### config.mk
export PLATFORM = sky130hd
export DESIGN_NAME = broadcast_multi_queue_fifo_core
export DESIGN_NICKNAME = d
export VERILOG_FILES = /design/src/rtl/bmqf_pkg.sv /design/src/rtl/broadcast_multi_queue_fifo_core.sv /design/src/rtl/bmqf_queue_cell.sv
export SDC_FILE = /design/constraint.sdc
export NUM_CORES = 1
export LEC_CHECK = 0
export BUFFER_PORTS_ARGS = -buffer_cell sky130_fd_sc_hd__buf_4
export CELL_PAD_IN_SITES_DETAIL_PLACEMENT = 1
export CELL_PAD_IN_SITES_GLOBAL_PLACEMENT = 1
export CORE_ASPECT_RATIO = 1.5
export CORE_MARGIN = 2
export CORE_UTILIZATION = 31
export DETAILED_ROUTE_END_ITERATION = 6
export PLACE_DENSITY = 0.49
export SLEW_MARGIN = 20
export SYNTH_ARGS = -nofsm -noshare
export SYNTH_HDL_FRONTEND = slang
export SYNTH_HIERARCHICAL = 1
export SYNTH_SLANG_ARGS = --single-unit
### constraint.sdc
create_clock -name clk -period 11 [get_ports clk]
set_clock_uncertainty 0.15 [all_clocks]
set_input_delay 1.65 -clock clk [delete_from_list [all_inputs] [get_ports clk]]
set_output_delay 1.65 -clock clk [all_outputs]
set_load 0.05 [all_outputs]
### src/rtl/bmqf_pkg.sv
// ----------------------------------------------------------------------------
// bmqf_pkg: shared definitions for the broadcast multi-queue FIFO
// Status codes, operation codes, fixed port widths and the per-cell control
// struct used between the top level and the queue cells.
// ----------------------------------------------------------------------------
`default_nettype none

package bmqf_pkg;

  // Fixed field widths of the item streams.
  localparam int OP_W       = 1;
  localparam int QIDX_W     = 3;
  localparam int MSG_PORT_W = 64;
  localparam int STATUS_W   = 2;
  localparam int ACTIVE_W   = 4;

  // Packed stream widths, rounded up to whole bytes.
  localparam int IN_TDATA_W  = 72;
  localparam int OUT_TDATA_W = 72;

  // Reset value of the active queue count.
  localparam logic [ACTIVE_W-1:0] ACTIVE_RESET = 4'd8;

  // Operation codes.
  localparam logic [OP_W-1:0] OP_PUSH = 1'b0;
  localparam logic [OP_W-1:0] OP_POP  = 1'b1;

  // Result status codes.
  localparam logic [STATUS_W-1:0] ST_DONE   = 2'd0;
  localparam logic [STATUS_W-1:0] ST_FULL   = 2'd1;
  localparam logic [STATUS_W-1:0] ST_EMPTY  = 2'd2;
  localparam logic [STATUS_W-1:0] ST_BADIDX = 2'd3;

  // Per-cell control for one cycle.
  typedef struct packed {
    logic clear;   // configuration write: empty every queue
    logic push;    // committed broadcast push
    logic pop;     // committed pop addressed to this cell
    logic active;  // this queue is in use
  } cell_ctrl_t;

endpackage : bmqf_pkg

`default_nettype wire

### src/rtl/broadcast_multi_queue_fifo_core.sv
// ----------------------------------------------------------------------------
// broadcast_multi_queue_fifo_core: broadcast FIFO with several readers
// One shared message ring with a write position, plus a row of queue cells
// that each keep the fill count of one reader queue.
//
//   Channel  Direction  Handshake        Payload (lowest bit first)
//   in_      slave      tvalid/tready    operation, queue_index, message_in
//   out_     master     tvalid/tready    status, message_out
//   cfg_     write      we               active_queues
//
// One item is accepted per cycle while the read stage can move on; its result
// passes the registered read port of the message ring and the output register.
// Reset (rst_n low, synchronous) empties all queues and sets 8 active queues;
// ring contents are not cleared. A stalled output holds the result register
// and one item in the read stage; input is refused only when both are full.
// ----------------------------------------------------------------------------
`default_nettype none

module broadcast_multi_queue_fifo_core #(
  parameter int MAX_QUEUES    = 8,
  parameter int QUEUE_DEPTH   = 16,
  parameter int MESSAGE_WIDTH = 64
) (
  input  wire                                  clk,
  input  wire                                  rst_n,
  // operation [0], queue_index [3:1], message_in [67:4], zero [71:68]
  input  wire  [bmqf_pkg::IN_TDATA_W-1:0]      in_tdata,
  input  wire                                  in_tvalid,
  output logic                                 in_tready,
  // status [1:0], message_out [65:2], zero [71:66]
  output logic [bmqf_pkg::OUT_TDATA_W-1:0]     out_tdata,
  output logic                                 out_tvalid,
  input  wire                                  out_tready,
  input  wire                                  cfg_we,
  input  wire  [bmqf_pkg::ACTIVE_W-1:0]        cfg_wdata
);

  localparam int PTR_W = (QUEUE_DEPTH > 1) ? $clog2(QUEUE_DEPTH) : 1;
  localparam int CNT_W = $clog2(QUEUE_DEPTH + 1);
  localparam int SUM_W = PTR_W + 1;
  localparam int MSG_LO = bmqf_pkg::OP_W + bmqf_pkg::QIDX_W;
  localparam int OUT_PAD = bmqf_pkg::OUT_TDATA_W - bmqf_pkg::STATUS_W
                           - bmqf_pkg::MSG_PORT_W;

  // Input field unpacking.
  logic [bmqf_pkg::OP_W-1:0]       in_op;
  logic [bmqf_pkg::QIDX_W-1:0]     in_qi;
  logic [bmqf_pkg::MSG_PORT_W-1:0] in_msg;

  assign in_op  = in_tdata[0];
  assign in_qi  = in_tdata[MSG_LO-1:bmqf_pkg::OP_W];
  assign in_msg = in_tdata[MSG_LO+bmqf_pkg::MSG_PORT_W-1:MSG_LO];

  // State registers.
  logic [bmqf_pkg::ACTIVE_W-1:0]   active_r;
  logic [PTR_W-1:0]                wp_r;
  logic [PTR_W-1:0]                wp_nxt;
  logic [MESSAGE_WIDTH-1:0]        ring_mem [QUEUE_DEPTH];
  logic [MESSAGE_WIDTH-1:0]        rd_data_r;

  // Read stage and output register.
  logic                            st1_valid_r;
  logic [bmqf_pkg::STATUS_W-1:0]   st1_status_r;
  logic                            st1_hit_r;
  logic                            out_valid_r;
  logic [bmqf_pkg::STATUS_W-1:0]   out_status_r;
  logic [bmqf_pkg::MSG_PORT_W-1:0] out_msg_r;

  // Queue cell row.
  logic [CNT_W-1:0]                fill [MAX_QUEUES];
  logic [MAX_QUEUES:0]             full_chain;
  bmqf_pkg::cell_ctrl_t            cell_ctrl [MAX_QUEUES];

  logic                            in_acc;
  logic                            st1_adv;
  logic                            any_full;
  logic                            bad_idx;
  logic [CNT_W-1:0]                sel_fill;
  logic [bmqf_pkg::STATUS_W-1:0]   item_status;
  logic                            push_go;
  logic                            pop_go;
  logic [SUM_W-1:0]                slot_sum;
  logic [PTR_W-1:0]                slot;

  // Handshake: the read stage moves on when the output register frees up.
  assign st1_adv   = st1_valid_r && (!out_valid_r || out_tready);
  assign in_tready = !st1_valid_r || st1_adv;
  assign in_acc    = in_tvalid && in_tready;

  assign full_chain[0] = 1'b0;
  assign any_full      = full_chain[MAX_QUEUES];

  // Fill count of the addressed queue.
  always_comb begin
    sel_fill = '0;
    for (int q = 0; q < MAX_QUEUES; q++) begin
      if (int'(in_qi) == q) begin
        sel_fill = fill[q];
      end
    end
  end

  assign bad_idx = ({1'b0, in_qi} >= active_r) || (int'(in_qi) >= MAX_QUEUES);

  // Decide the outcome of the offered item.
  always_comb begin
    if (in_op == bmqf_pkg::OP_PUSH) begin
      item_status = any_full ? bmqf_pkg::ST_FULL : bmqf_pkg::ST_DONE;
    end else if (bad_idx) begin
      item_status = bmqf_pkg::ST_BADIDX;
    end else if (sel_fill == '0) begin
      item_status = bmqf_pkg::ST_EMPTY;
    end else begin
      item_status = bmqf_pkg::ST_DONE;
    end
  end

  assign push_go = in_acc && (in_op == bmqf_pkg::OP_PUSH) && !any_full;
  assign pop_go  = in_acc && (in_op == bmqf_pkg::OP_POP)
                   && (item_status == bmqf_pkg::ST_DONE);

  // Oldest slot of the addressed queue: write position minus fill, wrapped.
  always_comb begin
    slot_sum = SUM_W'(wp_r) + SUM_W'(QUEUE_DEPTH) - SUM_W'(sel_fill);
    if (slot_sum >= SUM_W'(QUEUE_DEPTH)) begin
      slot_sum = slot_sum - SUM_W'(QUEUE_DEPTH);
    end
    slot = slot_sum[PTR_W-1:0];
  end

  // Next write position with wrap at the ring depth.
  always_comb begin
    if (wp_r == PTR_W'(QUEUE_DEPTH - 1)) begin
      wp_nxt = '0;
    end else begin
      wp_nxt = wp_r + PTR_W'(1);
    end
  end

  // Queue cells, chained by the full-detect signal.
  for (genvar i = 0; i < MAX_QUEUES; i++) begin : g_cell
    always_comb begin
      cell_ctrl[i].clear  = cfg_we;
      cell_ctrl[i].push   = push_go;
      cell_ctrl[i].pop    = pop_go && (int'(in_qi) == i);
      cell_ctrl[i].active = (i < int'(active_r));
    end

    bmqf_queue_cell #(
      .DEPTH (QUEUE_DEPTH),
      .CNT_W (CNT_W)
    ) u_cell (
      .clk      (clk),
      .rst_n    (rst_n),
      .ctrl     (cell_ctrl[i]),
      .full_in  (full_chain[i]),
      .full_out (full_chain[i+1]),
      .fill     (fill[i])
    );
  end

  // Configuration register and write position.
  always_ff @(posedge clk) begin
    if (!rst_n) begin
      active_r <= bmqf_pkg::ACTIVE_RESET;
      wp_r     <= '0;
    end else if (cfg_we) begin
      active_r <= cfg_wdata;
      wp_r     <= '0;
    end else if (push_go) begin
      wp_r     <= wp_nxt;
    end
  end

  // Message ring: one write port, one registered read port.
  always_ff @(posedge clk) begin
    if (push_go) begin
      ring_mem[wp_r] <= in_msg[MESSAGE_WIDTH-1:0];
    end
    if (pop_go) begin
      rd_data_r <= ring_mem[slot];
    end
  end

  // Read stage control.
  always_ff @(posedge clk) begin
    if (!rst_n) begin
      st1_valid_r <= 1'b0;
    end else if (in_acc) begin
      st1_valid_r <= 1'b1;
    end else if (st1_adv) begin
      st1_valid_r <= 1'b0;
    end
  end

  // Read stage payload.
  always_ff @(posedge clk) begin
    if (in_acc) begin
      st1_status_r <= item_status;
      st1_hit_r    <= pop_go;
    end
  end

  // Output register control.
  always_ff @(posedge clk) begin
    if (!rst_n) begin
      out_valid_r <= 1'b0;
    end else if (st1_adv) begin
      out_valid_r <= 1'b1;
    end else if (out_tready) begin
      out_valid_r <= 1'b0;
    end
  end

  // Output register payload: message only on a completed pop.
  always_ff @(posedge clk) begin
    if (st1_adv) begin
      out_status_r <= st1_status_r;
      out_msg_r    <= st1_hit_r ? bmqf_pkg::MSG_PORT_W'(rd_data_r) : '0;
    end
  end

  assign out_tvalid = out_valid_r;
  assign out_tdata  = {{OUT_PAD{1'b0}}, out_msg_r, out_status_r};

`ifndef SYNTHESIS
  // An item never lands in the read stage while it still holds one.
  a_st1_no_overwrite: assert property (@(posedge clk) disable iff (!rst_n)
    (st1_valid_r && !st1_adv) |-> !in_acc)
    else $error("read stage overwritten while stalled");

  // A refused push leaves the write position alone.
  a_refused_push_holds_wp: assert property (@(posedge clk) disable iff (!rst_n)
    (in_acc && (in_op == bmqf_pkg::OP_PUSH) && any_full && !cfg_we) |=> $stable(wp_r))
    else $error("refused push moved the write position");

  // A completed push moves the write position.
  a_push_moves_wp: assert property (@(posedge clk) disable iff (!rst_n)
    (push_go && !cfg_we) |=> (wp_r != $past(wp_r)))
    else $error("completed push did not move the write position");

  // A message word is only shown with a done status.
  a_msg_only_on_done: assert property (@(posedge clk) disable iff (!rst_n)
    (st1_adv && !st1_hit_r) |=> (out_msg_r == '0))
    else $error("message word present on a result that is not a pop");
`endif

endmodule : broadcast_multi_queue_fifo_core

`default_nettype wire

### src/rtl/bmqf_queue_cell.sv
// ----------------------------------------------------------------------------
// bmqf_queue_cell: fill counter of one reader queue
// Holds the fill count of one queue and extends the full-detect chain that
// runs from the first cell to the last one.
// ----------------------------------------------------------------------------
`default_nettype none

module bmqf_queue_cell #(
  parameter int DEPTH = 16,
  parameter int CNT_W = 5
) (
  input  wire                     clk,
  input  wire                     rst_n,
  input  wire bmqf_pkg::cell_ctrl_t ctrl,
  input  wire                     full_in,
  output logic                    full_out,
  output logic [CNT_W-1:0]        fill
);

  logic [CNT_W-1:0] fill_r;
  logic [CNT_W-1:0] fill_nxt;

  // Count update: a push adds to every active queue, a pop takes from one.
  always_comb begin
    fill_nxt = fill_r;
    if (ctrl.clear) begin
      fill_nxt = '0;
    end else if (ctrl.push && ctrl.active) begin
      fill_nxt = fill_r + CNT_W'(1);
    end else if (ctrl.pop) begin
      fill_nxt = fill_r - CNT_W'(1);
    end
  end

  always_ff @(posedge clk) begin
    if (!rst_n) begin
      fill_r <= '0;
    end else begin
      fill_r <= fill_nxt;
    end
  end

  // Pass the full flag on to the next cell.
  assign full_out = full_in | (ctrl.active && (fill_r == CNT_W'(DEPTH)));
  assign fill     = fill_r;

endmodule : bmqf_queue_cell

`default_nettype wire
# After elaboration in Yosys (flattened, before gate mapping)
# Memories as Yosys holds them, arrays and structs flattened. A register that Yosys moved wholly into a read port is not among the register bits.
# Cells that the tools add are included.
# op_classes
addsub,20
n_lt_le_gt_ge,10
n_eq_ne,16
mux,36
bitwise_logic,9
n_reduce_logical,49
# ops
cell,n
5-bit 2-to-1 mux,24
"5-bit by 1-bit adder with 5-bit output, second input constant",8
"5-bit equality test, second input constant",8
"5-bit by 1-bit subtractor with 5-bit output, second input constant",8
1-bit logical AND,30
2-bit nonzero test,10
"3-bit by 4-bit < comparator with 1-bit output, first input constant",4
"3-bit equality test, second input constant",4
"1-bit by 4-bit < comparator with 1-bit output, first input constant",2
"2-bit by 4-bit < comparator with 1-bit output, first input constant",2
4-bit 2-to-1 mux,2
1-bit 2-to-1 mux,7
1-bit bitwise OR,7
"3-bit by 2-bit equality test with 1-bit output, second input constant",2
2-bit 2-to-1 mux,3
"4-bit by 5-bit adder with 5-bit output, second input constant",1
"5-bit greater-or-equal comparator, second input constant",1
5-bit zero test,1
5-bit subtractor,1
"4-bit by 1-bit adder with 4-bit output, second input constant",1
"4-bit equality test, second input constant",1
3-bit by 4-bit greater-or-equal comparator with 1-bit output,1
"4-bit by 1-bit subtractor with 4-bit output, second input constant",1
"3-bit by 1-bit equality test with 1-bit output, second input constant",1
6 further kinds,10
# word_totals
regBits,119
mem_bits_rw,1024
inputBits,81
out_inout_bits,74
word_cells,157
memories,1
# memory_table
name,depth,word_bits,read_ports,rd_clocked_by_memory_dff,wr,line_no,rtl
ring_mem,16,64,1,1,1,broadcast_multi_queue_fifo_core.sv:58,logic [MESSAGE_WIDTH-1:0] ring_mem [QUEUE_DEPTH];

# Depth between registers and ports, before layout
# Gate-level depths: netlist of run 1.
# logic_depth
ltp_word,18
depth_mapped,17
mapped_depth_nobuf,17

# Modules after synthesis
# The synthesis of run 1 kept the hierarchy.
# modules_own_cells
module,n_inst,cells_each,area_per_inst_um2,seq_area_each_um2
broadcast_multi_queue_fifo_core,1,2102,44600.3,34943.5
bmqf_queue_cell,8,37,346.6,100.1

# Least setup slack after synthesis of run 1
# No wires, ideal clock.
# synth_timing
path_type,register -> register
start,reg active_r[1] (netlist name)
end,mem ring_mem[3][0] (enable)
setup_time_ns,0.564
arrival_ns,8.402
required_ns,10.286
setup_slack_ns,1.884
stages_incl_launch_ff,14
n_path_buf,0
synth_period_minus_slack_ns,9.116
cell_sequence,dfxtp_1 > or3_1 > or2_2 > a31o_2 > a31o_2 > a31o_2 > a31o_2 > a31o_2 > a31o_2 > a31o_2 > a31o_2 > nor3_2 > nand2_1 > nor3_1
# synth_rtl
element,line_no,rtl
"start, declared",broadcast_multi_queue_fifo_core.sv:55,logic [bmqf_pkg::ACTIVE_W-1:0] active_r;
"start signal, assigned",broadcast_multi_queue_fifo_core.sv:165,active_r <= bmqf_pkg::ACTIVE_RESET;
"start signal, assigned",broadcast_multi_queue_fifo_core.sv:168,active_r <= cfg_wdata;
"end, declared",broadcast_multi_queue_fifo_core.sv:58,

==> results of run 1 <==
## cell type report
cell class / instances / share of cell area
clock buffer: 135 / 0.0553
multi-input combinational: 1045 / 0.203
sequential: 1207 / 0.651
antenna: 3 / 0.000137
tap: 2035 / 0.0464
timing repair buffer: 195 / 0.0278
clock inverter: 78 / 0.0148
inverter: 17 / 0.00121
## through the flow
| step | utilization | instances | hold slack, ns | setup slack, ns | total power [uW] |
|---|---|---|---|---|---|
| 6_report | 0.362 | 4715 | 0.278 | 4.48 | 10100 |
| 5_1_grt | 0.362 | 4713 | 0.306 | 4.19 | 10500 |
| 4_1_cts | 0.362 | 4711 | 0.284 | 4.31 | 10300 |
| 3_5_place_dp | 0.336 | 4498 | 0.269 | 4.12 | 6120 |
| 3_3_place_gp | 0.336 | 4498 | 0.256 | 4.23 | 6100 |
| 2_1_floorplan | - | 2404 | 0.250 | 1.88 | 5790 |
## cell families after synthesis
group           count (synthesis)  share of synthesized area
other cells                     1                  0.0000792
xor+xnor                       22                    0.00407
buf+inv                       152                     0.0143
fa+ha+maj                      43                     0.0128
simple gates                  587                     0.0701
flops                        1207                      0.755
mux                           284                      0.129
compound gates                102                     0.0149
## synthesized netlist by cell type, drive strengths merged, types with 9 or more instances
cell type	count
dfxtp	50
nor3	23
nand2b	17
o21ai	10
o21a	11
clkbuf	113
edfxtp	1157
mux4	261
xnor2	11
xor2	11
a21oi	47
nand2	23
nor4b	10
inv	16
mux2i	21
and2	64
ha	34
nand4	63
fa	9
nand3	289
buf	22
nor2	56
## worst register-to-register path: stages, from the launching register on
cell and delay (ns):
sky130_fd_sc_hd__dfxtp_1 0.43, sky130_fd_sc_hd__or3_1 0.46, sky130_fd_sc_hd__or2_2 0.36, sky130_fd_sc_hd__a31o_2 0.24, sky130_fd_sc_hd__a31o_2 0.21, sky130_fd_sc_hd__a31o_2 0.23
sky130_fd_sc_hd__a31o_2 0.22, sky130_fd_sc_hd__a31o_2 0.21, sky130_fd_sc_hd__a31o_2 0.21, sky130_fd_sc_hd__a31o_2 0.24, sky130_fd_sc_hd__a31o_2 0.25, sky130_fd_sc_hd__nor3_4 0.15
sky130_fd_sc_hd__buf_4 0.36, sky130_fd_sc_hd__nand2_1 0.35, sky130_fd_sc_hd__nor2_4 0.80, sky130_fd_sc_hd__buf_4 0.61, sky130_fd_sc_hd__buf_4 0.61
## final timing paths
| kind | slack [ns] | endpoint | start |
|---|---|---|---|
| setup / recovery | 4.48 | ring_mem[15][39]$_DFFE_PP_ | active_r[3]$_SDFFE_PN1P_ |
| hold / removal | 0.28 | out_status_r[1]$_DFFE_PP_ | st1_status_r[1]$_DFFE_PP_ |
| setup reg to reg | 4.48 | ring_mem[15][39]$_DFFE_PP_ | active_r[3]$_SDFFE_PN1P_ |
| hold reg to reg | 0.28 | out_status_r[1]$_DFFE_PP_ | st1_status_r[1]$_DFFE_PP_ |
## where the power goes
group | switching [uW] | internal, uW | total (uW)
Sequential | 24.1 | 5100 | 5130
Combinational | 555 | 318 | 873
Clock | 1780 | 2320 | 4100
Total | 2360 | 7750 | 10100
## flip-flops by register name (all words and copies together), names as in the netlist
register / flops
ring_mem: 1024
g_cell.u_cell/fill: 40
active_r: 4
st1_valid_r: 1
st1_hit_r: 1
st1_status_r: 2
out_tvalid: 1
out_msg_r: 64
out_status_r: 2
wp_r: 4
rd_data_r: 64
## cell usage in the layout, fill, tap and decap left out, drive strengths merged, types with 11 or more instances in the layout
master	n
clkbuf	135
dfxtp	50
xnor2	11
mux2i	21
o21a	11
and2	64
ha	34
xor2	11
nand3	289
inv	18
nand2	23
bufinv	15
nand2b	17
nor2	56
nor3	23
buf	195
edfxtp	1157
a21oi	47
nand4	63
mux4	261
clkinv	57
## routing by layer
layer	global-route usage	wire length [um]	share of wire
met3	0.0279	5520	0.044
met4	0.0458	2440	0.019
met2	0.285	64700	0.51
met1	0.212	54000	0.43
met5	0	124	0.00098
==> impl.org, run 1 <==
** Outcome
- The flow ran to the end, and the final reports show no timing, DRC or antenna violations.

** Critical path
- Walking the worst path, the cells encountered are or3_1 > or2_2 > a31o_2 > a31o_2 > a31o_2 > a31o_2 > a31o_2 > a31o_2 > a31o_2 > a31o_2 > nor3_4 > buf_4 > nand2_1 > nor2_4 > buf_4 > buf_4.
- R2R depth :: 16
- Cell with the most instances on the worst path :: sky130_fd_sc_hd__a31o_2
- Maximum fanout along the worst path :: 26
- STA puts the critical path data arrival time at 6.74 ns.
- Sort of element at the start of the critical path :: register
- In this run the number of cells on the critical path is 16.
- The critical path contains buffers and inverters numbering 3 combined.
- Slowest Stage Delay on Critical Path :: 0.80 ns
- Data required time at the worst endpoint :: 11.21 ns
- The worst setup path is of the reg -> reg kind.
- Worst setup EP type :: register
- Cell class contributing the biggest share of worst-path delay :: simple AND/OR/NAND/NOR gates
- On the critical path, the stage with the largest delay is an instance of sky130_fd_sc_hd__nor2_4.

** Finish
- Fill cells in the final layout number 14700.
- At the end of the flow, the number of nets in the layout was 2707.
- Area occupied by registers :: 35700 um2
- Area of the multi-input gates :: 11200 um2
- After routing the design area is 54900 um2.
- Area growth from synthesis to layout :: 15.9%
- Fraction of final layout cells with drive strength greater than 1 :: 0.263

** Drt
- For this run, design rule violations remaining after detail routing come to 0.
- Number of iterations in the first detailed-routing pass :: 5
- Routed wire length :: 127000 um
- The detailed router placed 23900 vias in this run.
- Routed via count divided by cell count :: 5.06
- Routed wire length per instance :: 26.9 um
- Number of DRC markers in iteration 0 :: 1735
- The count of nets left with antenna violations once routing finished came out at 0.

** Clocking
- Count of hold buffers inserted by post-cts repair :: 0
- The clock passes through at most 3 buffers.
- After clock tree synthesis, the setup repair step added 0 buffers.
- After clock tree synthesis, the clock-pin slew on the worst setup and hold paths is 0.06 ns.
- Number of H-tree levels :: 3
- At the later pin of the worst-skew pair, clock insertion delay measures 0.76 ns.
- The root buffer cell chosen for the clock tree is sky130_fd_sc_hd__clkbuf_16.
- The number of clock buffers added by TritonCTS is 117.
- Clock tree sinks :: 1207
- Once the clock tree was built, the resizer swapped 0 gates to a different size.
- TritonCTS built the clock tree.

** Logic synthesis
- Proportion of register bits with asynchronous set or reset after synthesis :: 0
- Dominant register cell in the synthesized netlist :: sky130_fd_sc_hd__edfxtp_1
- Counting distinct cell types in the post-synthesis netlist gives 58.
- Fraction of synthesized cell area taken by the top area cell type :: 0.733
- In this run, synthesis inferred 1157 flip-flops with an integrated enable.
- Synthesis handed over a netlist of 2398 instances.
- Synth area leaders :: sky130_fd_sc_hd__edfxtp_1 73%, sky130_fd_sc_hd__mux4_2 12%, sky130_fd_sc_hd__nand3_1 3.0%
- Synthesized area per cell :: 19.8 um2
- Synthesized area :: 47400 um2
- The biggest area contributor in the post-synthesis netlist is sky130_fd_sc_hd__edfxtp_1.
- Total of flip-flops plus latches after synthesis :: 1207
- Synthesis Warnings :: 6
- For this run, the register share of the synthesized area comes to 0.755.

** Worst hold path
- Path type of the worst min-delay path :: reg -> reg
- Cell count of the worst hold path :: 0

** GRT
- The first global-routing pass estimated 185000 um of wire.
- Remaining global-route overflow :: 0
- Antenna violations before repair :: 15
- Global-route total usage across every layer :: 0.164
- Maximum number of pins on one net before global-route repair :: 139
- Vias in the first global route :: 26200

** Pwr
- For this design the static power due to leakage is 0.0173 uW.
- Max VDD drop :: 0.107 mV
- Cell area power density :: 184 nW/um2

** Timing
- Number of failing hold endpoints at the final stage :: 0
- Unrepaired setup endpoints after global routing :: no
- For the pin with the worst max-slew slack, the measured transition is 1.10 ns.
- The worst pin sits at a relative slew slack of 0.266.
- For the finished layout, the period the worst path requires is 6.52 ns.
- Setup violations remaining at the end of the flow were counted as 0.
- Final clock period utilization by the worst path :: 0.593
- Max Freq :: 153 MHz
- Summed over all failing endpoints, the final setup total negative slack is 0 ns.
- The number of slew-limit violations in the final report came to 0.

** Flow run
- Max Cap Viol :: 0

** Place
- At the end of routability-driven placement, the weighted congestion stood at 0.702.
- Number of port buffers :: 144
- Detailed placement ended at an HPWL of 62600 um.
- Post-detailed-placement cell area :: 51000 um2

** Floorplanning
- Core region area :: 152000 um2
- Effective utilization at floorplan :: 0.312
- # rows :: 175
- Y dimension of the die :: 483 um
- The die is 323 um wide.
- The die covers 156000 um2.
- Io pins :: 155
No activity file was read; power rests on OpenSTA's default activity.
==> run 2: changes to the inputs <==
==> constraint.sdc (replaced) <==
create_clock -name clk -period 6.6 [get_ports clk]
set_clock_uncertainty 0.15 [all_clocks]
set_input_delay 0.99 -clock clk [delete_from_list [all_inputs] [get_ports clk]]
set_output_delay 0.99 -clock clk [all_outputs]
set_load 0.05 [all_outputs]
==> impl.org, run 2 (synthesized netlist as in run 1, its figures left out) <==
** Timing
- Worst hold margin :: 0.279 ns
- Final count of pins violating max slew :: 0
- Measured against its own limit, the worst slew margin works out to 0.330.
- Setup repair after global routing left no endpoint under its margin.
- The hold violation count in the final report was 0.
- Across all setup checks in the final design, the least slack found is 1.03 ns.
- Setup violations remaining at the end of the flow were counted as 0.
- Final clock period utilization by the worst path :: 0.844
- Worst-Margin Slew :: 1.01 ns
- After layout, the minimum clock period comes to 5.57 ns.
- Max Freq :: 180 MHz

** GRT
- In the global route stage, overall resource usage came out at 0.164.
- Remaining global-route overflow :: 0
- The initial antenna violation count was 13.
- The via count of the first global-routing pass came to 26600.
- Wire length of the first global-routing pass :: 185000 um
- Entering global routing, the biggest net connects 127 pins.

** Pwr
- The internal portion of the total power is 12700 uW.
- Max VDD drop :: 0.204 mV
- Leak Pwr :: 0.0173 uW
- Of the total power, combinational logic draws 0.090.
- For this design the total switching power over the nets is 3920 uW.
- Switching power as a share of total power :: 0.236
- Of the total power, the clock network draws 0.396.
- Cell area power density :: 301 nW/um2
- The share of total power dissipated in sequential elements is 0.514.

** Critical path
- Setup slack on the worst reg-to-reg path comes out at 1.03 ns.
- The slowest stage of the critical path is the sky130_fd_sc_hd__nor2_4 cell.
- STA classifies the critical path startpoint as a register.
- Cell with the most instances on the worst path :: sky130_fd_sc_hd__a31o_2
- Buffer and inverter count on the worst path :: 1
- Maximum fanout along the worst path :: 18
- Cell class contributing the biggest share of worst-path delay :: simple AND/OR/NAND/NOR gates
- STA classifies the critical path endpoint as a register.
- Worst endpoint data arrival time :: 5.84 ns
- The signal on the critical path passes through or3_1 > or2_2 > a31o_2 > a31o_2 > a31o_2 > a31o_2 > a31o_2 > a31o_2 > a31o_2 > a31o_2 > nor3_4 > nand2_1 > nor2_4 > buf_12.
- Critical path type :: reg -> reg
- Data on the critical path is required at its endpoint by 6.87 ns.
- Slowest Stage Delay on Critical Path :: 0.65 ns

** Place
- Input and output buffers added on the ports amount to 144.
- Gpl congestion :: 0.753
- The HPWL after detailed placement is 62500 um.
- OpenSTA, run right after detailed placement, puts the worst setup slack at 1.02 ns.

** Flow run
- Max Cap Viol :: 0

** Finish
- Final #Nets :: 2717
- Commonest non-fill, non-tap cells in the layout :: 1157 x sky130_fd_sc_hd__edfxtp_1, 281 x sky130_fd_sc_hd__nand3_1, 259 x sky130_fd_sc_hd__mux4_2, 166 x sky130_fd_sc_hd__buf_4, 119 x sky130_fd_sc_hd__clkbuf_16
- Register with the most flip-flops :: ring_mem
- Fraction of final layout cells with drive strength greater than 1 :: 0.260
- In the final layout, flip-flops and latches occupy 35700 um2.
- Fraction of the core area covered by cells at the end of the flow :: 0.364
- Largest regs :: ring_mem x1024, out_msg_r x64, rd_data_r x64
- Leaving out fill and tap cells, the most frequent cell in the layout is sky130_fd_sc_hd__edfxtp_1.
- The multi-input combinational cells in the finished layout cover a total of 11200 um2.
- Layout filler cell count :: 14700
- From synthesis to final layout, the design area changed by 16.7%.
- Flip-flop count of the largest register after layout :: 1024

** Drt
- After detailed routing, the total wire length is 126000 um.
- Post-route DRC violation count :: 0
- The final route contains 23900 vias.
- Number of DRC markers in iteration 0 :: 1726
- Number of nets with antenna violations after detailed routing :: 0
- Number of iterations in the first detailed-routing pass :: 6
- Routed via count divided by cell count :: 5.06
- In the final routed layout, each cell accounts on average for 26.7 um.

** Clocking
- TritonCTS built the clock tree.
- Counting every sink on the clock net gives 1207.
- Clock tree synthesis inserted a total of 118 buffers.
- Clock tree root buffer cell :: sky130_fd_sc_hd__clkbuf_16
- Setup bufs post-CTS :: 0
- Count of hold buffers inserted by post-cts repair :: 0
- The clock passes through at most 3 buffers.
- The later pin in the worst-skew pair is clocked with a latency of 0.75 ns.
- The H-tree generated during clock tree synthesis spans 3 levels.
- CTS clock-pin slew for the worst setup and hold paths :: 0.07 ns
- In this run, post-CTS repair resized a total of 0 instances.

** Floorplanning
- Y dimension of the die :: 483 um
- Die Footprint :: 156000 um2
- The floorplan has 175 rows.
- Io pins :: 155
- Measured along the x axis, the die boundary spans 323 um.
- Core region area :: 152000 um2
- Effective utilization at floorplan :: 0.312

** Outcome
- The flow ran to the end, and the final reports show no timing, DRC or antenna violations.

** Worst hold path
- In this run the worst hold path is classified as reg -> reg.
-- run 2: routing by layer --
| metal | part of all wire | GRT usage | vias up |
|---|---|---|---|
| li1 | - | - | 10200 |
| met1 | 0.43 | 0.215 | 13000 |
| met2 | 0.50 | 0.280 | 473 |
| met3 | 0.042 | 0.0282 | 181 |
| met4 | 0.021 | 0.0440 | 18 |
| met5 | 0.00090 | 0 | - |
-- run 2: through the flow --
stage	std cells	instance area, um2	power, uW	TNS (ns)
final	4723	55300	16600	0
after global routing	4722	55300	17200	0
after CTS	4721	55300	16900	0
after detailed placement	4508	51600	10200	0
after global placement	4508	51600	10200	0
after floorplan	2404	47400	9660	-644.61
-- run 2: path summary, 6_finish.rpt --
check	startpoint	end	depth (start not counted)
max reg2reg	active_r[3]$_SDFFE_PN1P_	ring_mem[8][10]$_DFFE_PP_	14
min	st1_status_r[0]$_DFFE_PP_	out_status_r[0]$_DFFE_PP_	0
min reg2reg	st1_status_r[0]$_DFFE_PP_	out_status_r[0]$_DFFE_PP_	0
max	active_r[3]$_SDFFE_PN1P_	ring_mem[8][10]$_DFFE_PP_	14
-- run 2: power groups by stage --
stage	sequential, uW	combinational, uW	clock (uW)
global route	8550	1630	7060
CTS	8550	1540	6820
floorplan	8770	888	0
global placement	8710	1510	0
finish	8550	1500	6600
detailed placement	8710	1530	0
-- run 2: layout make-up --
| type | count | area share |
|---|---|---|
| tap | 2035 | 0.0461 |
| clock inverter | 70 | 0.0115 |
| sequential | 1207 | 0.647 |
| clock buffer | 143 | 0.0555 |
| multi-input combinational | 1045 | 0.203 |
| inverter | 17 | 0.00120 |
| antenna | 2 | 0.0000906 |
| timing repair buffer | 204 | 0.0363 |
